--- config.mk ---
export PLATFORM = sky130hd
export DESIGN_NAME = sqpn_vec_cell
export DESIGN_NICKNAME = d
export VERILOG_FILES = /design/src/sqpn_pkg.sv /design/src/sqpn_vec_cell.sv
export SDC_FILE = /design/constraint.sdc
export NUM_CORES = 1
export LEC_CHECK = 0
export BUFFER_PORTS_ARGS = -buffer_cell sky130_fd_sc_hd__buf_2
export CAP_MARGIN = 20
export CORE_MARGIN = 2
export CORE_UTILIZATION = 35
export DETAILED_ROUTE_END_ITERATION = 10
export PLACE_DENSITY_LB_ADDON = 0.08
export RECOVER_POWER = 100
export SLEW_MARGIN = 20
export SYNTH_ARGS = -nofsm -noshare
export SYNTH_HDL_FRONTEND = slang
export SYNTH_SLANG_ARGS = --single-unit
export TNS_END_PERCENT = 10
--- constraint.sdc ---
create_clock -name clk_i -period 3.7 [get_ports clk_i]
set_input_delay 0.74 -clock clk_i [delete_from_list [all_inputs] [get_ports clk_i]]
set_output_delay 0.74 -clock clk_i [all_outputs]
set_load 0.02 [all_outputs]
--- src/sqpn_pkg.sv ---
// ----------------------------------------------------------------------------
// sqpn_pkg
// shared widths, types, constant tables and arithmetic helpers for the
// superquadric point core
// ----------------------------------------------------------------------------
package sqpn_pkg;

  localparam int unsigned CORDIC_STAGES_DEF = 16;

  localparam int unsigned VEC_W     = 34;
  localparam int unsigned ANG_W     = 32;
  localparam int unsigned MAG_W     = 31;
  localparam int unsigned FRAC_W    = 30;
  localparam int unsigned REM_W     = 62;
  localparam int unsigned ROOT_BITS = 31;
  localparam int unsigned EXP_W     = 16;
  localparam int unsigned EXP_INT   = 4;
  localparam int unsigned EXP_FRAC  = 12;
  localparam int unsigned Q15_W     = 16;
  localparam int unsigned CFG_IDX_W = 1;

  // four squaring stages, then per fraction bit a root chain and a multiply
  localparam int unsigned POW_LAT = EXP_INT + EXP_FRAC * (ROOT_BITS + 1);

  typedef logic signed [VEC_W-1:0] vec_t;
  typedef logic        [ANG_W-1:0] ang_t;
  typedef logic        [MAG_W-1:0] mag_t;
  typedef logic        [REM_W-1:0] rem_t;
  typedef logic        [EXP_W-1:0] exp_t;
  typedef logic signed [Q15_W-1:0] q15_t;

  typedef enum logic [CFG_IDX_W-1:0] {
    REG_ALPHA = 1'b0,
    REG_BETA  = 1'b1
  } cfg_reg_e;

  localparam exp_t EXP_RESET = 16'd4096;
  localparam mag_t ONE_Q30   = 31'h4000_0000;
  localparam vec_t INV_GAIN  = 34'sd652032874;
  localparam vec_t QUARTER   = 34'sh0_4000_0000;
  localparam vec_t HALF      = 34'sh0_8000_0000;
  localparam ang_t PHI_QUART = 32'h4000_0000;
  localparam ang_t PHI_3QUART = 32'hC000_0000;
  localparam ang_t PHI_HALF  = 32'h8000_0000;

  localparam ang_t ATAN_TURNS [32] = '{
    32'd536870912, 32'd316933406, 32'd167458907, 32'd85004756, 32'd42667331,
    32'd21354465, 32'd10679838, 32'd5340245, 32'd2670163, 32'd1335087,
    32'd667544, 32'd333772, 32'd166886, 32'd83443, 32'd41722, 32'd20861,
    32'd10430, 32'd5215, 32'd2608, 32'd1304, 32'd652, 32'd326, 32'd163,
    32'd81, 32'd41, 32'd20, 32'd10, 32'd5, 32'd3, 32'd1, 32'd1, 32'd0
  };

  function automatic mag_t mul_q30(mag_t a, mag_t b);
    logic [2*MAG_W-1:0] p;
    p = {{MAG_W{1'b0}}, a} * {{MAG_W{1'b0}}, b};
    return mag_t'(p >> FRAC_W);
  endfunction

  function automatic mag_t mag_clamp(vec_t v);
    logic [VEC_W-1:0] a;
    a = v[VEC_W-1] ? VEC_W'(-v) : VEC_W'(v);
    if (a > VEC_W'(ONE_Q30)) begin
      return ONE_Q30;
    end
    return mag_t'(a);
  endfunction

  function automatic q15_t to_q15(logic neg, mag_t m);
    logic [MAG_W:0] sum;
    logic [16:0]    r;
    sum = {1'b0, m} + (MAG_W+1)'(16384);
    r   = 17'(sum >> 15);
    if (neg) begin
      if (r > 17'd32768) begin
        r = 17'd32768;
      end
      return q15_t'(17'd0 - r);
    end
    if (r > 17'd32767) begin
      r = 17'd32767;
    end
    return q15_t'(r);
  endfunction

endpackage

--- src/sqpn_vec_cell.sv ---
// ----------------------------------------------------------------------------
// sqpn_vec_cell
// one vectoring cordic micro-rotation, registered
// ----------------------------------------------------------------------------
module sqpn_vec_cell #(
  parameter int unsigned IDX    = 0,
  parameter int unsigned SIDE_W = 1
) (
  input  logic                 clk_i,
  input  logic                 en_i,
  input  sqpn_pkg::vec_t       x_i,
  input  sqpn_pkg::vec_t       y_i,
  input  sqpn_pkg::ang_t       acc_i,
  input  logic [SIDE_W-1:0]    side_i,
  output sqpn_pkg::vec_t       x_o,
  output sqpn_pkg::vec_t       y_o,
  output sqpn_pkg::ang_t       acc_o,
  output logic [SIDE_W-1:0]    side_o
);

  sqpn_pkg::vec_t x_d, y_d;
  sqpn_pkg::ang_t acc_d;

  always_comb begin
    if (y_i > 0) begin
      x_d   = x_i + (y_i >>> IDX);
      y_d   = y_i - (x_i >>> IDX);
      acc_d = acc_i + sqpn_pkg::ATAN_TURNS[IDX];
    end else begin
      x_d   = x_i - (y_i >>> IDX);
      y_d   = y_i + (x_i >>> IDX);
      acc_d = acc_i - sqpn_pkg::ATAN_TURNS[IDX];
    end
  end

  always_ff @(posedge clk_i) begin
    if (en_i) begin
      x_o    <= x_d;
      y_o    <= y_d;
      acc_o  <= acc_d;
      side_o <= side_i;
    end
  end

endmodule

=== Word-level counts from Yosys, hierarchy flattened ===
Index checks and enable logic that the tools add are counted.

* $add $sub $neg: 5
* Multipliers: 0
* Div/mod/pow operators: 0
* $lt $le $gt $ge: 1
* Equality and inequality tests: 0
* Shift-type cells: 0
* Mux-type cells: 3
* Bitwise operators: 0
* Reduce and logical (&&, ||, !) cells: 0

{| class="wikitable"
|+ Operator list
! kind !! count
|-
| 2-to-1 mux 34 bit || 2
|-
| subtractor 34 bit || 2
|-
| adder 34 bit || 1
|-
| greater-than comparator 34 x 1 -> 1 bit (second input constant) || 1
|-
| adder 32 x 30 -> 32 bit (second input constant) || 1
|-
| 2-to-1 mux 32 bit || 1
|-
| subtractor 32 x 30 -> 32 bit (second input constant) || 1
|}

* Register bits: 101
* Latch bits: 0
* Bits in writable memories: 0
* Bits in read-only memories: 0
* Word-level logic and storage cells: 13
* Memories: 0

=== Depth between registers and ports, before layout ===
* Depth in word-level cells: 2
* Mapped depth: 13

=== Least setup slack after synthesis ===
OpenSTA, ideal clock, no wires.

* Path kind: input -> register
* Start: in x_i[3]
* End: reg x_o[26] (data pin)
* Arrival: 3199 ps
* Slack: 237 ps
* Stages on the path: 13
* Buffers on the path: 1
* Cells stage by stage: inv_1 ha_1 buf_6 a21o_1 o21ba_4 o21ai_2 a221o_1 or4b_4 a31oi_4 o21ai_2 a211oi_1 a31oi_1 xor2_1

* Cells in the longest elaborated chain, start to end: 2
* Elaborated cells between the ends (all ways): 3
* Those cells by class: 2 x add/sub; 1 x mux

{| class="wikitable"
|+ Ends and longest elaborated chain
! item !! line !! RTL
|-
| from (decl) || sqpn_vec_cell.sv:11 || <nowiki>input sqpn_pkg::vec_t x_i,</nowiki>
|-
| subtractor 34 bit / adder 34 bit (equally long branches) || sqpn_vec_cell.sv:30, sqpn_vec_cell.sv:26 ||
|-
| 2-to-1 mux 34 bit * || sqpn_vec_cell.sv:25 || <nowiki>if (y_i > 0) begin</nowiki>
|-
| via x_d[26] || sqpn_vec_cell.sv:21 || <nowiki>sqpn_pkg::vec_t x_d, y_d;</nowiki>
|-
| to (signal assigned) || sqpn_vec_cell.sv:38 || <nowiki>x_o <= x_d;</nowiki>
|-
| to (decl) || sqpn_vec_cell.sv:15 || <nowiki>output sqpn_pkg::vec_t x_o,</nowiki>
|}

Mark *: on every way through the listed nets, which the timed path passes. The rest lies on a longest branch.
A chain may end at the register's enable or synchronous reset.

=== Final worst setup path ===
* Start: in y_i[0]
* End: reg y_o[26] (data pin)

* Cells in the longest elaborated chain, start to end: 2
* Elaborated cells between the ends (all ways): 4
* Those cells by class: 2 x add/sub; 1 x order compare; 1 x mux

{| class="wikitable"
|+ Ends and longest elaborated chain
! item !! line !! RTL
|-
| from (decl) || sqpn_vec_cell.sv:12 || <nowiki>input sqpn_pkg::vec_t y_i,</nowiki>
|-
| adder 34 bit (tied with other cells) || sqpn_vec_cell.sv:31 || <nowiki>y_d = y_i + (x_i >>> IDX);</nowiki>
|-
| 2-to-1 mux 34 bit * || sqpn_vec_cell.sv:25 ||
|-
| via y_d[26] || sqpn_vec_cell.sv:21 ||
|-
| to (signal assigned) || sqpn_vec_cell.sv:39 || <nowiki>y_o <= y_d;</nowiki>
|-
| to (decl) || sqpn_vec_cell.sv:16 || <nowiki>output sqpn_pkg::vec_t y_o,</nowiki>
|}

Marks and branches as above.

==> metrics.cfg <==
[timing]
setup-tns-final_ns = 0
fin_crit_sh_pct = 95.7
max_freq_ghz = 0.282
slew_headroom_pct = -83.6
setup_viol = 0
fin_crit_ns = 3.54
max_slew.worst_pin.slew_ns = 2.75
hold_viol = 0
final_max_slew_viol_count = 45
rsz0062_at_grt = false

[cells_and_area]
final_area_mm2 = 0.0112
fin_nets = 1506
n_antenna_cell = 0
multi_input_area_mm2 = 0.00532
drive_above_1_share_pct = 19.6
final_cell_mix = 114 x buf_4, 111 x a21oi_1, 111 x clkbuf_1
seqCellArea_mm2 = 0.00300
syn_to_final_growth_pct = 25.3
fill_cells = 2650
final_common_cell = buf_4

[clock_network]
cts_tree = built
clk_pin_slew_worst_paths_ns = 0.08
hold_buffers = 0
clkSinkCount = 100
cts-root-buf = clkbuf_16
cts_setup_buffers = 0
ctsLongestPathBuffers = 2
cts_resized = 0
cts_max_level = 3
numCtsBuffers = 9

[global_route]
top_usage_layer = met2
grtUsageMet2_pct = 36.9
grt_pass1_vias = 8166
grt_pass1_wl_um = 44500
grt_max_degree = 57
overflow = 0
grt_util_met3_pct = 3.36
grtUsageTotal_pct = 21.5
grt_antenna_before_repair = 1
use_met1_pct = 28.4

[synthesis]
ys_ff_latch = 100
synthesis.nets = 1211
syn_inst = 1005
synthDistinctLibCells = 72
ys.flop_type = edfxtp_1
synth.avg_cell_area_um2 = 8.90
yosys_warnings = 0
synth_top_area_cell = edfxtp_1
synth_edf_count = 100
async_reset_ff_share_pct = 0
ys_top_cells_by_area = edfxtp_1 34%, ha_1 14%, a21oi_1 6.3%, xnor2_1 5.9%, nor2_1 4.0%
synth_top_area_share_pct = 33.6
ys_seq_area_share_pct = 33.6
syn_area_mm2 = 0.00894

[die]
num_io_pins = 204
core-area_mm2 = 0.0251
initial_core_util_pct = 35.6
die_area_mm2 = 0.0268
std_cell_rows = 58
die_x_um = 164
die_h_um = 164

[worst_setup_path]
required_ns = 3.80
cp_data_arrival_time_ns = 3.64
cp_common_cell = o21ai_0
cp_slowest_stage_delay_ns = 0.41
crit_fanout = 3
cp-end-kind = register
start_kind = input pin
criticalPathCategory = in2reg
crit_path_cell_trace = buf_2 -> clkbuf_1 -> inv_1 -> ha_1 -> fa_1 -> o21a_1 -> o21ai_0 -> a221o_1 -> o211ai_1 -> and2_1 -> o21ai_0 -> a21oi_1 -> a31oi_1 -> xor2_1
slowest_stage = fa_1

[placement]
place_area_mm2 = 0.0111
place_hpwl_um = 23700
place.gp.congestion = 0.889
portBuffers = 203

[route]
wl_um = 29400
drt_iter0_drc = 579
vias_per_cell = 5.14
dr.pass1.iters = 5
drc = 0
wl_per_cell_um = 18.0
detail-route-antenna-nets = 0
vias = 8391

[pwr]
power.density_mw_per_mm2 = 365
vdd_drop_max_uv = 305
leakage_nw = 4.86
power_mw = 4.09

[run]
maxCapViolCount = 1

[min_path]
min_path_type = in2reg

[run_status]
status = complete, but fails checks
violations = capacitance limit, slew limit

## flip-flops by register name, indices dropped and copies added (netlist names)
signal and flops:
side_o 1, y_o 33, acc_o 32, x_o 34
## critical path, delay by kind of cell
family | cells | cell delay [ns]
AOI/OAI and AO/OA | 7 | 1.67
and+or+nand+nor | 1 | 0.23
adders and majority gates | 2 | 0.62
xor gates and xnor gates | 1 | 0.10
buffers and inverters | 3 | 0.29
## synth_stat cells (12+ instances only)
master / n
a21oi_1: 113
clkbuf_1: 19
mux2i_1: 12
inv_1: 95
nor4_1: 13
o211ai_1: 15
a21o_1: 20
o21ai_0: 64
nor2b_1: 12
nand2_1: 43
nand3_1: 18
ha_1: 99
xnor2_1: 60
nor2_1: 96
nor3_1: 21
o21bai_1: 16
edfxtp_1: 100
## layout make-up
| type | instances | share of cell area [%] |
|---|---|---|
| multi-input combinational | 761 | 47.5 |
| sequential | 100 | 26.8 |
| inverter | 99 | 3.32 |
| clock buffer | 9 | 2.01 |
| tap | 330 | 3.69 |
| timing repair buffer | 329 | 16.2 |
| clock inverter | 6 | 0.514 |
## cells by family after synthesis
| kind of cell | synth area share [%] |
|---|---|
| AO/OA/AOI/OAI | 22.4 |
| AND/OR/NAND/NOR | 14.2 |
| buffers and inverters | 7.07 |
| adder cells (fa/ha/maj) | 14.8 |
| flip-flops | 33.6 |
| XOR/XNOR | 6.66 |
| multiplexers | 1.34 |
## metrics by stage
stage / hold slack (ns) / util [%] / instances / setup WS, ns
2_1_floorplan: 0.839 / - / 1005 / 0.237
3_3_place_gp: 0.917 / 44.1 / 1619 / -0.258
3_5_place_dp: 0.918 / 44.1 / 1619 / -0.315
4_1_cts: 0.538 / 45.3 / 1634 / 0.0457
5_1_grt: 0.531 / 44.6 / 1634 / 0.0110
6_report: 0.552 / 44.6 / 1634 / 0.159
## final timing paths
| path | startpoint | end | cells past startpoint |
|---|---|---|---|
| worst max-delay path | y_i[0] | y_o[26] | 14 |
| worst min-delay path | acc_i[6] | acc_o[6] | 1 |
## power breakdown
group	total (mW)	internal (mW)	switching, mW
clock	0.941	0.468	0.473
sequential	1.50	1.46	0.0419
combinational	1.65	0.627	1.02
total	4.09	2.56	1.54
## metal layers
layer  vias up  wire, um
met5         -        11
met4         2       474
met2       238     13800
li1       4173         -
met1      3951     13600
met3        27      1410
Power figures use the tool's default switching activity.
