$ cat src/sqpn_pkg.sv
// ----------------------------------------------------------------------------
// sqpn_pkg
// shared widths, types, constant tables and arithmetic helpers for the
// superquadric point core
// ----------------------------------------------------------------------------
package sqpn_pkg;

  localparam int unsigned CORDIC_STAGES_DEF = 16;

  localparam int unsigned VEC_W     = 34;
  localparam int unsigned ANG_W     = 32;
  localparam int unsigned MAG_W     = 31;
  localparam int unsigned FRAC_W    = 30;
  localparam int unsigned REM_W     = 62;
  localparam int unsigned ROOT_BITS = 31;
  localparam int unsigned EXP_W     = 16;
  localparam int unsigned EXP_INT   = 4;
  localparam int unsigned EXP_FRAC  = 12;
  localparam int unsigned Q15_W     = 16;
  localparam int unsigned CFG_IDX_W = 1;

  // four squaring stages, then per fraction bit a root chain and a multiply
  localparam int unsigned POW_LAT = EXP_INT + EXP_FRAC * (ROOT_BITS + 1);

  typedef logic signed [VEC_W-1:0] vec_t;
  typedef logic        [ANG_W-1:0] ang_t;
  typedef logic        [MAG_W-1:0] mag_t;
  typedef logic        [REM_W-1:0] rem_t;
  typedef logic        [EXP_W-1:0] exp_t;
  typedef logic signed [Q15_W-1:0] q15_t;

  typedef enum logic [CFG_IDX_W-1:0] {
    REG_ALPHA = 1'b0,
    REG_BETA  = 1'b1
  } cfg_reg_e;

  localparam exp_t EXP_RESET = 16'd4096;
  localparam mag_t ONE_Q30   = 31'h4000_0000;
  localparam vec_t INV_GAIN  = 34'sd652032874;
  localparam vec_t QUARTER   = 34'sh0_4000_0000;
  localparam vec_t HALF      = 34'sh0_8000_0000;
  localparam ang_t PHI_QUART = 32'h4000_0000;
  localparam ang_t PHI_3QUART = 32'hC000_0000;
  localparam ang_t PHI_HALF  = 32'h8000_0000;

  localparam ang_t ATAN_TURNS [32] = '{
    32'd536870912, 32'd316933406, 32'd167458907, 32'd85004756, 32'd42667331,
    32'd21354465, 32'd10679838, 32'd5340245, 32'd2670163, 32'd1335087,
    32'd667544, 32'd333772, 32'd166886, 32'd83443, 32'd41722, 32'd20861,
    32'd10430, 32'd5215, 32'd2608, 32'd1304, 32'd652, 32'd326, 32'd163,
    32'd81, 32'd41, 32'd20, 32'd10, 32'd5, 32'd3, 32'd1, 32'd1, 32'd0
  };

  function automatic mag_t mul_q30(mag_t a, mag_t b);
    logic [2*MAG_W-1:0] p;
    p = {{MAG_W{1'b0}}, a} * {{MAG_W{1'b0}}, b};
    return mag_t'(p >> FRAC_W);
  endfunction

  function automatic mag_t mag_clamp(vec_t v);
    logic [VEC_W-1:0] a;
    a = v[VEC_W-1] ? VEC_W'(-v) : VEC_W'(v);
    if (a > VEC_W'(ONE_Q30)) begin
      return ONE_Q30;
    end
    return mag_t'(a);
  endfunction

  function automatic q15_t to_q15(logic neg, mag_t m);
    logic [MAG_W:0] sum;
    logic [16:0]    r;
    sum = {1'b0, m} + (MAG_W+1)'(16384);
    r   = 17'(sum >> 15);
    if (neg) begin
      if (r > 17'd32768) begin
        r = 17'd32768;
      end
      return q15_t'(17'd0 - r);
    end
    if (r > 17'd32767) begin
      r = 17'd32767;
    end
    return q15_t'(r);
  endfunction

endpackage

$ cat src/sqpn_sqrt_cell.sv
// ----------------------------------------------------------------------------
// sqpn_sqrt_cell
// one result bit of a restoring integer square root, registered
// ----------------------------------------------------------------------------
module sqpn_sqrt_cell #(
  parameter int unsigned BIT    = 0,
  parameter int unsigned SIDE_W = 1
) (
  input  logic                 clk_i,
  input  logic                 en_i,
  input  sqpn_pkg::rem_t       rem_i,
  input  sqpn_pkg::mag_t       q_i,
  input  logic [SIDE_W-1:0]    side_i,
  output sqpn_pkg::rem_t       rem_o,
  output sqpn_pkg::mag_t       q_o,
  output logic [SIDE_W-1:0]    side_o
);

  localparam int unsigned TW = sqpn_pkg::REM_W + 2;

  logic [TW-1:0]  trial;
  sqpn_pkg::rem_t rem_d;
  sqpn_pkg::mag_t q_d;

  always_comb begin
    trial = (TW'(q_i) << (BIT + 1)) + (TW'(1) << (2 * BIT));
    rem_d = rem_i;
    q_d   = q_i;
    if ({2'b00, rem_i} >= trial) begin
      rem_d = rem_i - sqpn_pkg::rem_t'(trial);
      q_d   = q_i | (sqpn_pkg::mag_t'(1) << BIT);
    end
  end

  always_ff @(posedge clk_i) begin
    if (en_i) begin
      rem_o  <= rem_d;
      q_o    <= q_d;
      side_o <= side_i;
    end
  end

endmodule

$ cat config.mk
export PLATFORM = sky130hd
export DESIGN_NAME = sqpn_sqrt_cell
export DESIGN_NICKNAME = d
export VERILOG_FILES = /design/src/sqpn_pkg.sv /design/src/sqpn_sqrt_cell.sv
export SDC_FILE = /design/constraint.sdc
export NUM_CORES = 1
export LEC_CHECK = 0
export BUFFER_PORTS_ARGS = -buffer_cell sky130_fd_sc_hd__buf_4
export CAP_MARGIN = 20
export CORE_MARGIN = 3
export CORE_UTILIZATION = 30
export CTS_CLUSTER_SIZE = 12
export DETAILED_ROUTE_END_ITERATION = 7
export PLACE_DENSITY = 0.53
export SLEW_MARGIN = 10
export SYNTH_ARGS = -nofsm -noshare
export SYNTH_HDL_FRONTEND = slang
export SYNTH_SLANG_ARGS = --single-unit
$ cat constraint.sdc
create_clock -name clk_i -period 4.4 [get_ports clk_i]
set_clock_uncertainty 0.15 [all_clocks]
set_input_delay 0.66 -clock clk_i [delete_from_list [all_inputs] [get_ports clk_i]]
set_output_delay 0.66 -clock clk_i [all_outputs]
set_load 0.01 [all_outputs]
# Word level (Yosys, flattened, before mapping)
# Index checks and enable logic that the tools add are counted.
word_totals:
  out_inout_bits: 94
  ff_bits: 94
  in_bits: 96
  wordCells: 8
op_classes:
  muxes: 1
  addsub: 2
  order_cmp: 1
ops:
  columns: ["cell", "n"]
  rows:
  - ["62-bit by 33-bit greater-or-equal comparator with 1-bit output", 1]
  - ["62-bit 2-to-1 mux", 1]
  - ["62-bit by 33-bit subtractor with 62-bit output", 1]
  - ["32-bit by 1-bit adder with 33-bit output (second input constant)", 1]

# Logic depth before layout (Yosys ltp)
logic_depth:
  ltp_word: 3
  depth_mapped: 12
  ltp_nobuf: 11

# Worst setup path before layout
# No wires, ideal clock.
synth_timing:
  path_kind: "input to register"
  from: "input port rem_i[36]"
  to: "register rem_o[39] (data pin)"
  required_time_ns: 3.992
  arrival_time_ns: 2.875
  slack_ns: 1.117
  setup_ns: 0.258
  stages: 9
  n_path_buf: 1
  path_cell_list: "or4_1 or3_1 or2_1 nor4_4 o211ai_1 nand2_2 buf_2 nand3_1 xnor2_1"
synth_between:
  elab_chain_len: 2
  word_cells_on_any_way: 3
  cone_classes: "add/sub (1); order compare (1); mux (1)"
synth_rtl:
  columns: ["element", "line_no", "source"]
  rows:
  - ["start, declared", "sqpn_sqrt_cell.sv:11", "input sqpn_pkg::rem_t rem_i,"]
  - ["62-bit by 33-bit subtractor with 62-bit output or 62-bit by 33-bit greater-or-equal comparator with 1-bit output (tied branches)", "sqpn_sqrt_cell.sv:30, sqpn_sqrt_cell.sv:29", null]
  - ["62-bit 2-to-1 mux (*)", "sqpn_sqrt_cell.sv:29", "if ({2'b00, rem_i} >= trial) begin"]
  - ["named net rem_d[39]", "sqpn_sqrt_cell.sv:22", "sqpn_pkg::rem_t rem_d;"]
  - ["end signal, assigned", "sqpn_sqrt_cell.sv:37", "rem_o <= rem_d;"]
  - ["end, declared", "sqpn_sqrt_cell.sv:14", "output sqpn_pkg::rem_t rem_o,"]
# Mark *: on every way through the listed nets, which the timed path passes. The rest lies on a longest branch.
# A chain may end at the register's enable or synchronous reset.

# Final worst setup path
layout_timing:
  from: "input port q_i[0]"
  to: "register rem_o[57] (data pin)"
layout_between:
  elab_chain_len: 3
  word_cells_on_any_way: 4
  cone_classes: "add/sub (2); order compare (1); mux (1)"
layout_rtl:
  columns: ["element", "line_no", "source"]
  rows:
  - ["start, declared", "sqpn_sqrt_cell.sv:12", "input sqpn_pkg::mag_t q_i,"]
  - ["32-bit by 1-bit adder with 33-bit output (*)", "sqpn_sqrt_cell.sv:26", "trial = (TW'(q_i) << (BIT + 1)) + (TW'(1) << (2 * BIT));"]
  - ["62-bit by 33-bit subtractor with 62-bit output or 62-bit by 33-bit greater-or-equal comparator with 1-bit output (tied branches)", "sqpn_sqrt_cell.sv:30, sqpn_sqrt_cell.sv:29", null]
  - ["62-bit 2-to-1 mux (*)", "sqpn_sqrt_cell.sv:29", null]
  - ["named net rem_d[57]", "sqpn_sqrt_cell.sv:22", null]
# Marks and branches as above.

==> flow_metrics.py <==
metrics = {
    "floorplanning": {
        "die_h_um": 146,
        "die-area_mm2": 0.0214,
        "fp.coreArea_mm2": 0.0190,
        "start_util": 0.310,
        "ios": 190,
        "rows": 50,
        "die_w_um": 146,
    },
    "setup_path": {
        "crit_family": "compound AO/OA/AOI/OAI gates",
        "critPathRequiredTime_ns": 4.33,
        "critPathBufInv": 2,
        "cp-end-kind": "register",
        "cp_max_fo": 4,
        "path_cells": "buf_4 > inv_1 > ha_1 > a211oi_1 > o21bai_1 > a31oi_1 > o21ai_0 > a21oi_1 > o21ai_0 > a211oi_1 > xor2_1",
        "critical_path_class": "in2reg",
        "critPathMaxStageDelay_ns": 0.46,
        "arrival_ns": 3.61,
        "critPathSlowestCell": "a21oi_1",
        "startpoint_type": "input pin",
    },
    "cells_and_area": {
        "num_antenna_cells": 0,
        "fillers": 1906,
        "area_delta_synth_final_pct": 34.5,
        "final_area_mm2": 0.00793,
        "finish.utilization": 0.417,
        "drive_gt1_frac": 0.285,
        "nets": 913,
    },
    "drt": {
        "routedWlPerCell_um": 17.8,
        "dr_wl_met3_mm": 1.11,
        "first_iter_violations": 301,
        "topRoutingLayerUsed": "met4",
        "wl_met1_mm": 8.13,
        "firstDrtPassIters": 5,
        "dr_wl_met2_mm": 9.13,
        "ant_nets": 0,
        "vias": 5291,
        "drc": 0,
        "routed_wl_mm": 18.7,
        "vias_per_cell": 5.04,
    },
    "pwr": {
        "irDropWorstVdd_mv": 0.187,
        "leakagePower_nw": 3.24,
        "switchingPower_uw": 762,
        "cellPowerDensity_mw_per_mm2": 332,
        "netSwitchingFraction": 0.289,
        "clock_power_share": 0.306,
        "p_seq_frac": 0.433,
        "power_frac_comb": 0.261,
        "intPower_mw": 1.87,
        "total_power_mw": 2.63,
    },
    "synthesis": {
        "yosysSeqAreaShare": 0.479,
        "syn_inst": 592,
        "synthesis.nets": 721,
        "yosysWarnings": 0,
        "synth_top_family_by_area": "simple AND/OR/NAND/NOR gates",
        "yosysTopAreaCell": "edfxtp_1",
        "syn_area_per_cell_um2": 9.96,
        "synth.area.mux_share": 0.00382,
        "synth_edf_count": 94,
        "synth_ff_type": "edfxtp_1",
        "syn-cell-area_mm2": 0.00590,
        "synthAdderAreaFrac": 0.0713,
        "synth_xor_area_frac": 0.0891,
        "async_reset_ff_frac": 0,
        "synth_top_cell_area_share": 0.479,
        "synth.distinct_cells": 52,
        "ys_seq_elements": 94,
        "synth_compound_gate_area_share": 0.140,
        "synth-simple-area-share": 0.180,
        "synth.area.top_cells": "edfxtp_1, ha_1, a21oi_1",
    },
    "clocking": {
        "clk_pin_slew_ns": 0.07,
        "cts_tree": "built",
        "clkSinkCount": 94,
        "cts_buffers": 9,
        "cts_resized": 0,
        "clk_path_buf_depth": 2,
        "cts_hold_buf": 0,
        "cts_root_buffer": "clkbuf_16",
        "postCtsSetupBuffers": 0,
        "htreeDepth": 3,
    },
    "sta": {
        "fin_tns_setup_ns": 0,
        "setup_viol": 0,
        "fin_crit_ns": 3.67,
        "fmax_ghz": 0.272,
        "hold_viol": 0,
        "tightest_slew_ns": 0.679,
        "fin_hold_ws_ns": 0.327,
        "slew-limit-headroom": 0.546,
        "rsz0062_at_grt": "no",
        "slew_violations": 0,
        "post-route-period-util": 0.835,
    },
    "global_routing": {
        "grt.total_usage": 0.173,
        "antenna_found_initial": 0,
        "first_global_vias": 5502,
        "gr-total-overflow": 0,
        "grt_max_degree": 38,
        "grt_first_pass_wirelength_mm": 29.5,
    },
    "placement": {
        "dp_hpwl_mm": 14.8,
        "gp_congestion": 0.876,
        "place_area_mm2": 0.00763,
        "io_buffer_count": 189,
    },
    "run_status": {
        "status": "completed",
    },
    "worst_hold_path": {
        "min_from": "side_i",
        "min_delay_path_depth": 1,
        "hp-class": "in2reg",
        "hold_end": "side_o",
    },
    "flow_run": {
        "max-cap-violations": 0,
    },
}
[layer usage]
layer / GRT usage / vias up
met2: 0.295 / 178
met5: 0 / -
met4: 0.0541 / 0
li1: - / 2578
met3: 0.0369 / 19
met1: 0.219 / 2516
[cell usage after synthesis (all sizes together) (2+ instances only)]
| master | count |
|---|---|
| a31o | 2 |
| a21o | 4 |
| nor2b | 5 |
| inv | 39 |
| nor4 | 22 |
| nand2 | 49 |
| nor4b | 2 |
| nor3b | 2 |
| buf | 6 |
| nor3 | 19 |
| o21bai | 6 |
| o31ai | 3 |
| a31oi | 4 |
| ha | 32 |
| nand3 | 11 |
| and2 | 3 |
| xor2 | 23 |
| a211oi | 4 |
| clkbuf | 11 |
| or2 | 4 |
| or3 | 8 |
| a21oi | 65 |
| nor2 | 49 |
| o21a | 2 |
| nand4 | 15 |
| o211ai | 7 |
| or4 | 6 |
| edfxtp | 94 |
| o2111ai | 2 |
| o21ai | 34 |
| mux2 | 2 |
| and3 | 4 |
| nand2b | 3 |
| xnor2 | 37 |
| a21boi | 2 |
[power groups by stage]
stage               Sequential (mW)  Combinational [mW]  Clock [mW]
floorplan                      1.21               0.291           0
global placement               1.16               0.684           0
detailed placement             1.16               0.691           0
CTS                            1.14               0.694       0.832
global route                   1.15               0.754       0.872
finish                         1.14               0.688       0.805
[cell families (layout without fill, tap and decap cells)]
logic type / after synthesis / after routing
compound gates: 141 / 141
xor+xnor: 60 / 60
fa+ha+maj: 33 / 33
buf+inv: 56 / 253
flops: 94 / 94
mux: 2 / 2
simple gates: 206 / 206
[per-stage QoR]
stage,setup WS [ns],cells
after global routing,0.443,1049
after detailed placement,0.403,1033
after global placement,0.432,1033
final,0.726,1049
after floorplan,1.12,592
after CTS,0.799,1049
[cell usage in the layout, fill, tap and decap left out, drive strengths merged, types with 23 or more instances in the layout]
cell type and n:
buf 198, ha 32, edfxtp 94, nor2 49, a21oi 65, xnor2 37, xor2 23, inv 41
o21ai 34, nand2 49
[registers in the layout, summed over array words and instances, names as in the netlist]
name / cells
rem_o: 62
q_o: 31
side_o: 1
[area by class of cell]
| type | instances | area [µm²] | share of cell area |
|---|---|---|---|
| Multi-Input combinational cell | 442 | 2850 | 0.360 |
| Clock buffer | 10 | 229 | 0.0289 |
| Timing Repair Buffer | 198 | 1490 | 0.187 |
| Sequential cell | 94 | 2820 | 0.356 |
| Inverter | 39 | 146 | 0.0185 |
| Tap cell | 260 | 325 | 0.0410 |
| Clock inverter | 6 | 70.1 | 0.00883 |
[how the worst max path moves through the flow]
stage / to / cells past startpoint / start / slack [ns]
after global placement: rem_o[57] / 11 / q_i[0] / 0.43
after floorplan: rem_o[39] / 9 / rem_i[36] / 1.12
after CTS: rem_o[22] / 11 / q_i[30] / 0.80
after global routing: rem_o[17] / 11 / q_i[30] / 0.44
final: rem_o[57] / 11 / q_i[0] / 0.73
after detailed placement: rem_o[17] / 11 / q_i[30] / 0.40
Power figures use the tool's default switching activity.
