**config.mk**
```make
export PLATFORM = sky130hd
export DESIGN_NAME = sqpn_rot_cell
export DESIGN_NICKNAME = d
export VERILOG_FILES = /design/src/sqpn_pkg.sv /design/src/sqpn_rot_cell.sv
export SDC_FILE = /design/constraint.sdc
export NUM_CORES = 1
export LEC_CHECK = 0
export BUFFER_PORTS_ARGS = -buffer_cell sky130_fd_sc_hd__buf_2
export CAP_MARGIN = 5
export CORE_AREA = 2 2 155 157
export CTS_CLUSTER_DIAMETER = 80
export DETAILED_ROUTE_END_ITERATION = 6
export DIE_AREA = 0 0 157 159
export GPL_ROUTABILITY_DRIVEN = 0
export PLACE_DENSITY = 0.69
export SYNTH_ARGS = -nofsm -noshare
export SYNTH_HDL_FRONTEND = slang
export SYNTH_SLANG_ARGS = --single-unit
```
**constraint.sdc**
```tcl
create_clock -name clk_i -period 7.35 [get_ports clk_i]
set_clock_uncertainty 0.05 [all_clocks]
set_input_delay 1.47 -clock clk_i [delete_from_list [all_inputs] [get_ports clk_i]]
set_output_delay 1.47 -clock clk_i [all_outputs]
set_load 0.005 [all_outputs]
```
**src/sqpn_pkg.sv**
```systemverilog
// ----------------------------------------------------------------------------
// sqpn_pkg
// shared widths, types, constant tables and arithmetic helpers for the
// superquadric point core
// ----------------------------------------------------------------------------
package sqpn_pkg;

  localparam int unsigned CORDIC_STAGES_DEF = 16;

  localparam int unsigned VEC_W     = 34;
  localparam int unsigned ANG_W     = 32;
  localparam int unsigned MAG_W     = 31;
  localparam int unsigned FRAC_W    = 30;
  localparam int unsigned REM_W     = 62;
  localparam int unsigned ROOT_BITS = 31;
  localparam int unsigned EXP_W     = 16;
  localparam int unsigned EXP_INT   = 4;
  localparam int unsigned EXP_FRAC  = 12;
  localparam int unsigned Q15_W     = 16;
  localparam int unsigned CFG_IDX_W = 1;

  // four squaring stages, then per fraction bit a root chain and a multiply
  localparam int unsigned POW_LAT = EXP_INT + EXP_FRAC * (ROOT_BITS + 1);

  typedef logic signed [VEC_W-1:0] vec_t;
  typedef logic        [ANG_W-1:0] ang_t;
  typedef logic        [MAG_W-1:0] mag_t;
  typedef logic        [REM_W-1:0] rem_t;
  typedef logic        [EXP_W-1:0] exp_t;
  typedef logic signed [Q15_W-1:0] q15_t;

  typedef enum logic [CFG_IDX_W-1:0] {
    REG_ALPHA = 1'b0,
    REG_BETA  = 1'b1
  } cfg_reg_e;

  localparam exp_t EXP_RESET = 16'd4096;
  localparam mag_t ONE_Q30   = 31'h4000_0000;
  localparam vec_t INV_GAIN  = 34'sd652032874;
  localparam vec_t QUARTER   = 34'sh0_4000_0000;
  localparam vec_t HALF      = 34'sh0_8000_0000;
  localparam ang_t PHI_QUART = 32'h4000_0000;
  localparam ang_t PHI_3QUART = 32'hC000_0000;
  localparam ang_t PHI_HALF  = 32'h8000_0000;

  localparam ang_t ATAN_TURNS [32] = '{
    32'd536870912, 32'd316933406, 32'd167458907, 32'd85004756, 32'd42667331,
    32'd21354465, 32'd10679838, 32'd5340245, 32'd2670163, 32'd1335087,
    32'd667544, 32'd333772, 32'd166886, 32'd83443, 32'd41722, 32'd20861,
    32'd10430, 32'd5215, 32'd2608, 32'd1304, 32'd652, 32'd326, 32'd163,
    32'd81, 32'd41, 32'd20, 32'd10, 32'd5, 32'd3, 32'd1, 32'd1, 32'd0
  };

  function automatic mag_t mul_q30(mag_t a, mag_t b);
    logic [2*MAG_W-1:0] p;
    p = {{MAG_W{1'b0}}, a} * {{MAG_W{1'b0}}, b};
    return mag_t'(p >> FRAC_W);
  endfunction

  function automatic mag_t mag_clamp(vec_t v);
    logic [VEC_W-1:0] a;
    a = v[VEC_W-1] ? VEC_W'(-v) : VEC_W'(v);
    if (a > VEC_W'(ONE_Q30)) begin
      return ONE_Q30;
    end
    return mag_t'(a);
  endfunction

  function automatic q15_t to_q15(logic neg, mag_t m);
    logic [MAG_W:0] sum;
    logic [16:0]    r;
    sum = {1'b0, m} + (MAG_W+1)'(16384);
    r   = 17'(sum >> 15);
    if (neg) begin
      if (r > 17'd32768) begin
        r = 17'd32768;
      end
      return q15_t'(17'd0 - r);
    end
    if (r > 17'd32767) begin
      r = 17'd32767;
    end
    return q15_t'(r);
  endfunction

endpackage

```
**src/sqpn_rot_cell.sv**
```systemverilog
// ----------------------------------------------------------------------------
// sqpn_rot_cell
// one rotation cordic micro-rotation, registered
// ----------------------------------------------------------------------------
module sqpn_rot_cell #(
  parameter int unsigned IDX    = 0,
  parameter int unsigned SIDE_W = 1
) (
  input  logic                 clk_i,
  input  logic                 en_i,
  input  sqpn_pkg::vec_t       c_i,
  input  sqpn_pkg::vec_t       s_i,
  input  sqpn_pkg::vec_t       res_i,
  input  logic [SIDE_W-1:0]    side_i,
  output sqpn_pkg::vec_t       c_o,
  output sqpn_pkg::vec_t       s_o,
  output sqpn_pkg::vec_t       res_o,
  output logic [SIDE_W-1:0]    side_o
);

  sqpn_pkg::vec_t c_d, s_d, res_d, step;

  always_comb begin
    step = sqpn_pkg::vec_t'(sqpn_pkg::ATAN_TURNS[IDX]);
    if (res_i >= 0) begin
      c_d   = c_i - (s_i >>> IDX);
      s_d   = s_i + (c_i >>> IDX);
      res_d = res_i - step;
    end else begin
      c_d   = c_i + (s_i >>> IDX);
      s_d   = s_i - (c_i >>> IDX);
      res_d = res_i + step;
    end
  end

  always_ff @(posedge clk_i) begin
    if (en_i) begin
      c_o    <= c_d;
      s_o    <= s_d;
      res_o  <= res_d;
      side_o <= side_i;
    end
  end

endmodule

```
Yosys cells after proc, flatten, opt, wreduce, memory -nomap -nowiden
Index checks and enable logic that the tools add are counted.
- $add $sub $neg: 5
- $lt $le $gt $ge: 1
- multiplexer cells: 3
- operators by type and width (cell ; count):
    $mux 34 ; 3
    $sub 34x34->34 ; 2
    $add 34x31->34 const B ; 1
    $add 34x34->34 ; 1
    $ge 34x1->1 const B ; 1
    $sub 34x31->34 const B ; 1
- flip-flop bits (word level): 103
- bits of input ports: 105
- output and inout bits: 103

Logic depth before layout (Yosys ltp)
Gate-level depths: netlist of the first run.
- depth after elaboration: 2
- mapped depth: 15
- gate-level depth less buffers: 13

Least setup slack after synthesis of the first run
Ideal clock, no wire load.
- path kind: input -> register
- from: input c_i[0]
- to: register c_o[32], data pin
- setup time: 0.268 ns
- data arrival time: 3.703 ns
- path slack: 3.329 ns
- stages: 12
- path buffers: 0
- cell sequence: inv_1 -> ha_1 -> fa_1 -> nand2b_1 -> a211oi_1 -> o21ai_0 -> a21boi_1 -> a31oi_1 -> o41a_1 -> o21a_1 -> a211oi_1 -> xor2_1
- cells in the longest elaborated chain, start to end: 2
- RTL lines (what ; line ; source):
    start: declaration ; sqpn_rot_cell.sv:11 ; input sqpn_pkg::vec_t c_i,
    $add 34x34->34 or $sub 34x34->34 (tied branches) ; sqpn_rot_cell.sv:30, sqpn_rot_cell.sv:26 ;
    $mux 34 (*) ; sqpn_rot_cell.sv:25 ; if (res_i >= 0) begin
    via c_d[32] ; sqpn_rot_cell.sv:21 ; sqpn_pkg::vec_t c_d, s_d, res_d, step;
    end signal: assignment ; sqpn_rot_cell.sv:38 ; c_o <= c_d;
    end: declaration ; sqpn_rot_cell.sv:15 ; output sqpn_pkg::vec_t c_o,
The timed path passes the listed nets; every way through them passes the cells marked *.
A chain may end at the register's enable or synchronous reset.

Worst setup path after layout of the first run
- from: input res_i[33]
- to: register c_o[21], data pin
- cells in the longest elaborated chain, start to end: 2
- RTL lines (what ; line ; source):
    start: declaration ; sqpn_rot_cell.sv:13 ; input sqpn_pkg::vec_t res_i,
    $ge 34x1->1 ; sqpn_rot_cell.sv:25 ;
    $mux 34 ; sqpn_rot_cell.sv:25 ;
    via c_d[21] ; sqpn_rot_cell.sv:21 ;
The timed path passes the listed nets, and every way through them passes these cells.

==> results of run 1 <==
==> layer usage <==
layer,vias to the layer above,track usage (%),wire [µm]
met5,-,0,0
met4,0,7.38,687
met3,50,4.33,2470
met2,439,36.7,13000
met1,3964,27.6,11500
li1,4088,-,-
==> worst min path at each step <==
| stage | to | start | slack (ns) | cells after the start |
|---|---|---|---|---|
| finish | side_o | side_i | 1.24 | 1 |
| global route | side_o | side_i | 1.22 | 1 |
| CTS | side_o | side_i | 1.22 | 1 |
| detailed placement | side_o | side_i | 1.60 | 1 |
| global placement | side_o | side_i | 1.60 | 1 |
| floorplan | res_o[0] | res_i[0] | 1.52 | 0 |
==> flip-flops by register name (all words and copies together), names as in the netlist <==
signal / cells
c_o: 34
res_o: 34
s_o: 33
side_o: 1
==> layout by cell type (no fill, tap or decap), drive strengths merged, types with 13 or more instances in the layout <==
cell,count
nor3,22
edfxtp,102
xor2,15
o21ai,66
o211ai,13
nand3,15
buf,211
a21oi,127
nand4,13
nand2,58
nor2,82
xnor2,51
nor2b,15
inv,108
mux2i,14
a211oi,18
ha,103
a21o,23
==> power by group through the flow <==
stage	Sequential, mW	Clock [mW]	Combinational, mW
6_report	0.775	0.513	0.679
3_5_place_dp	0.789	0	0.668
3_3_place_gp	0.788	0	0.659
2_1_floorplan	0.795	0	0.401
5_1_grt	0.783	0.550	0.748
4_1_cts	0.776	0.526	0.672
==> logic make-up (layout without fill, tap and decap cells) <==
group | count (synthesis) | after routing | share of synthesized area (%)
compound gates | 333 | 333 | 22.9
xor+xnor | 66 | 66 | 6.33
fa+ha+maj | 107 | 107 | 15.0
buf+inv | 150 | 332 | 6.53
flops | 102 | 102 | 33.5
mux | 15 | 15 | 1.66
simple gates | 264 | 264 | 14.1
==> final cells by class <==
cell class | instances | area (µm²)
clock buffer | 10 | 229
sequential | 102 | 3060
tap | 319 | 399
timing repair buffer | 211 | 1070
clock inverter | 6 | 76.3
multi-input combinational | 785 | 5490
fill | 2302 | 12500
inverter | 105 | 394
==> flow_summary.toml, run 1 <==
[die]
dieArea_mm2 = 0.0250
coreArea_mm2 = 0.0232
num_rows = 56
io_pins = 208
die_w_um = 157
start_util_pct = 39.4
fp.dieH_um = 159

[critical_path]
path_delay_family = "buffers and inverters"
cpMostUsedCell = "buf_4"
path_class = "input port to flip-flop"
endpoint_kind = "flip-flop"
worstPathRequired_ns = 7.40
cp-endpoint = "c_o[21]"
cp_slowest_cell = "buf_4"
critPathArrivalTime_ns = 4.79
crit_fanout = 63
cp-start-kind = "input port"
crit_chain = "buf_2 -> inv_1 -> ha_1 -> nor4b_1 -> nand4_1 -> nor4_1 -> and4_1 -> nor2_4 -> buf_4 -> inv_2 -> buf_4 -> and3_1 -> a221oi_1 -> xor2_1"
path_depth = 14
path_buf_inv = 5
critical_path.max_stage_delay_ns = 0.56
worstSetupStartpoint = "res_i[33]"

[routing]
drc = 0
wire_per_inst_um = 18.0
ant_nets = 0
drtIter0Drc = 857
routed_wl_um = 27700
via_per_inst = 5.55
vias = 8541
dr.pass1.iters = 7

[timing]
finalSetupTns_ns = 0
maxSlewViolCount = 0
fin_crit_sh_pct = 64.5
setup_slack_ns = 2.61
worst_hold_slack_ns = 1.24
fmax_mhz = 211
min_period_ns = 4.74
finalSetupViolCount = 0
rsz0062_at_grt = "false"
worstMarginPinSlew_ns = 1.06
hold_viol = 0
maxSlewHeadroom_pct = 29.4

[grt]
grt_pass1_vias = 8113
overflow = 0
track_usage_pct = 21.7
grt_pass1_wl_um = 42800
antenna_found_initial = 0
grt_max_degree = 78

[logic_synthesis]
ys_ff_latch = 102
synth.largest_area_cell = "edfxtp_1"
synth_edf_count = 102
yosys_warnings = 0
synth_area_leaders = "edfxtp_1 (34%), ha_1 (14%), a21oi_1 (7.0%), xnor2_1 (4.9%), inv_1 (4.3%)"
yosys.cell_count.top_type = "a21oi_1"
synth_top_area_share_pct = 33.5
synth_cell_types = 77
synth_nets = 1249
syn_inst = 1037
ys_seq_area_share_pct = 33.5
synth_ff_type = "edfxtp_1"
syn_area_mm2 = 0.00914
async_flop_share_pct = 0
syn_avg_cell_area_um2 = 8.81
synthTopCellsByCount = "a21oi_1 (127), inv_1 (104), ha_1 (103)"

[layout]
final_cells = 1538
final_cell_area_mm2 = 0.0107
area_delta_synth_final_pct = 17.3
fin_util_pct = 46.2
antenna_cells = 0
nNetsFinal = 1426
layout-drive-gt1-share_pct = 19.9

[cts]
root_buffer = "clkbuf_16"
cts_resized = 0
path_clk_slew_ns = 0.08
hold_buffers = 0
htreeDepth = 3
cts_tree = "built"
cts_buffers = 9
clockBufferDepth = 2
clock_sinks = 102
post_cts.repair.setup_buffers = 0

[power]
p_leak_nw = 4.73
power_frac_comb_pct = 34.5
intPower_mw = 1.29
irDropWorstVdd_mv = 0.0975
seqPwrFrac_pct = 39.4
switching_share_pct = 34.5
p_clk_share_pct = 26.1
total_power_mw = 1.97
pwr_density_cell_mw_per_mm2 = 184
switchingPower_uw = 678

[outcome]
status = "completed"

[placed_design]
place.detailed.hpwl_um = 21700
dp.cells = 1522
port_buffers = 207
dpl_worst_slack_ns = 2.25
place_area_mm2 = 0.0104

[min_path]
hold_class = "input port to flip-flop"

[flow_run]
cap_violations = 0
(Power assumes the default switching activity.)
==> run 2, diff against run 1 <==
Settings changed: PLACE_DENSITY 0.69 to 0.72.
Clock period 7.35 ns to 3.85 ns, I/O delays scaled along.
==> run 2 against run 1 <==
Sequential power rose by 90%. Routed wire length up 3.0%. Clock power up 73%.
==> flow_summary.toml, run 2 (same netlist as run 1, synthesis figures left out) <==
[critical_path]
path_buf_inv = 2
crit_chain = "buf_2 -> buf_4 -> ha_1 -> fa_1 -> nand2b_1 -> a211oi_1 -> o21ai_1 -> a31o_2 -> o2111ai_1 -> nand2_1 -> o311ai_0 -> nand2_1 -> xnor2_1"
cpMostUsedCell = "nand2_1"
cp_slowest_cell = "fa_1"
path_class = "input port to flip-flop"
path_delay_family = "compound AO/OA/AOI/OAI gates"
endpoint_kind = "flip-flop"
worstPathRequired_ns = 3.91
crit_fanout = 4
cp-start-kind = "input port"
critPathArrivalTime_ns = 3.63
critical_path.max_stage_delay_ns = 0.40

[power]
intPower_mw = 2.44
switching_share_pct = 34.8
switchingPower_mw = 1.31
pwr_density_cell_mw_per_mm2 = 337
irDropWorstVdd_mv = 0.176
seqPwrFrac_pct = 39.2
p_clk_share_pct = 23.6
p_leak_nw = 4.98
power_frac_comb_pct = 37.2

[timing]
min_period_ns = 3.57
worstMarginPinSlew_ns = 0.702
rsz0062_at_grt = "false"
setup_slack_ns = 0.279
maxSlewHeadroom_pct = 52.5
finalSetupViolCount = 0
fmax_mhz = 280
fin_crit_sh_pct = 92.7
hold_viol = 0
maxSlewViolCount = 0

[cts]
clock_sinks = 102
path_clk_slew_ns = 0.08
hold_buffers = 0
cts_tree = "built"
clockBufferDepth = 2
post_cts.repair.setup_buffers = 0
cts_buffers = 9
root_buffer = "clkbuf_16"
htreeDepth = 3

[routing]
ant_nets = 0
wire_per_inst_um = 17.9
dr.pass1.iters = 5
via_per_inst = 5.52
drc = 0
drtIter0Drc = 751
routed_wl_um = 28600
vias = 8791

[layout]
seqCellArea_mm2 = 0.00306
area_delta_synth_final_pct = 21.8
multi_input_area_mm2 = 0.00549
nNetsFinal = 1480
reg_top3 = "c_o x34, res_o x34, s_o x33"
layout-drive-gt1-share_pct = 23.3
fin_util_pct = 48.0
final_cell_mix = "buf_2 (206), a21oi_1 (127), inv_1 (103), ha_1 (103), edfxtp_1 (102)"
fillers = 2238
final_common_cell = "buf_2"

[grt]
grt_pass1_vias = 8510
overflow = 0
grt_pass1_wl_um = 44700
track_usage_pct = 22.6
grt_max_degree = 63
antenna_found_initial = 0

[placed_design]
port_buffers = 207
dpl_worst_slack_ns = -0.0130
place.detailed.hpwl_um = 22600

[die]
io_pins = 208
die_w_um = 157
start_util_pct = 39.4
num_rows = 56
fp.dieH_um = 159
coreArea_mm2 = 0.0232
dieArea_mm2 = 0.0250

[flow_run]
cap_violations = 0

[min_path]
hold_class = "input port to flip-flop"

[outcome]
status = "completed"
run 2: cell count changes in the layout (fill, tap and decap cells not counted), moves of 2 or more:
| cell | before | now |
|---|---|---|
| clkinv_4 | 2 | 0 |
| buf_4 | 5 | 56 |
| clkinvlp_4 | 0 | 3 |
| buf_12 | 0 | 3 |
run 2: power groups by stage:
stage | Clock [mW] | Sequential [mW] | Combinational (mW)
3_5_place_dp | 0 | 1.50 | 1.36
4_1_cts | 0.905 | 1.47 | 1.37
2_1_floorplan | 0 | 1.52 | 0.765
5_1_grt | 0.943 | 1.49 | 1.53
6_report | 0.886 | 1.47 | 1.39
3_3_place_gp | 0 | 1.50 | 1.35
run 2: layout make-up:
| cell class | count | area share [%] |
|---|---|---|
| multi-input combinational | 785 | 49.3 |
| clock inverter | 6 | 0.427 |
| clock buffer | 9 | 2.02 |
| sequential | 102 | 27.5 |
| tap | 319 | 3.59 |
| timing repair buffer | 265 | 13.6 |
| inverter | 105 | 3.54 |
| antenna | 1 | 0.0225 |
run 2: metal layers:
layer | global-route usage, % | vias to the layer above | share of wire, %
met2 | 37.9 | 500 | 46
met5 | 0 | - | 0
met3 | 4.63 | 81 | 9.6
met1 | 28.3 | 4009 | 41
met4 | 9.34 | 0 | 3.9
li1 | - | 4201 | -
run 2: path summary, 6_finish.rpt:
check / startpoint / endpoint / slack [ns] / cells past startpoint
min: side_i / side_o / 0.54 / 1
max: c_i[0] / s_o[26] / 0.28 / 13
run 2: repair_timing:
action,in CTS,in global routing
resized for setup,0,1
setup endpoints to repair,0,1
hold endpoints to repair,0,0
run 2: per-stage QoR:
stage               hold WS (ns)  power (mW)  setup TNS [ns]  cell area [µm²]  instances
finish                     0.541        3.75               0            11100       1592
global placement           0.897        2.85               0            10900       1576
CTS                        0.531        3.75               0            11100       1591
detailed placement         0.899        2.86         -0.0304            10900       1576
floorplan                  0.819        2.28               0             9140       1037
global route               0.526        3.96               0            11100       1591
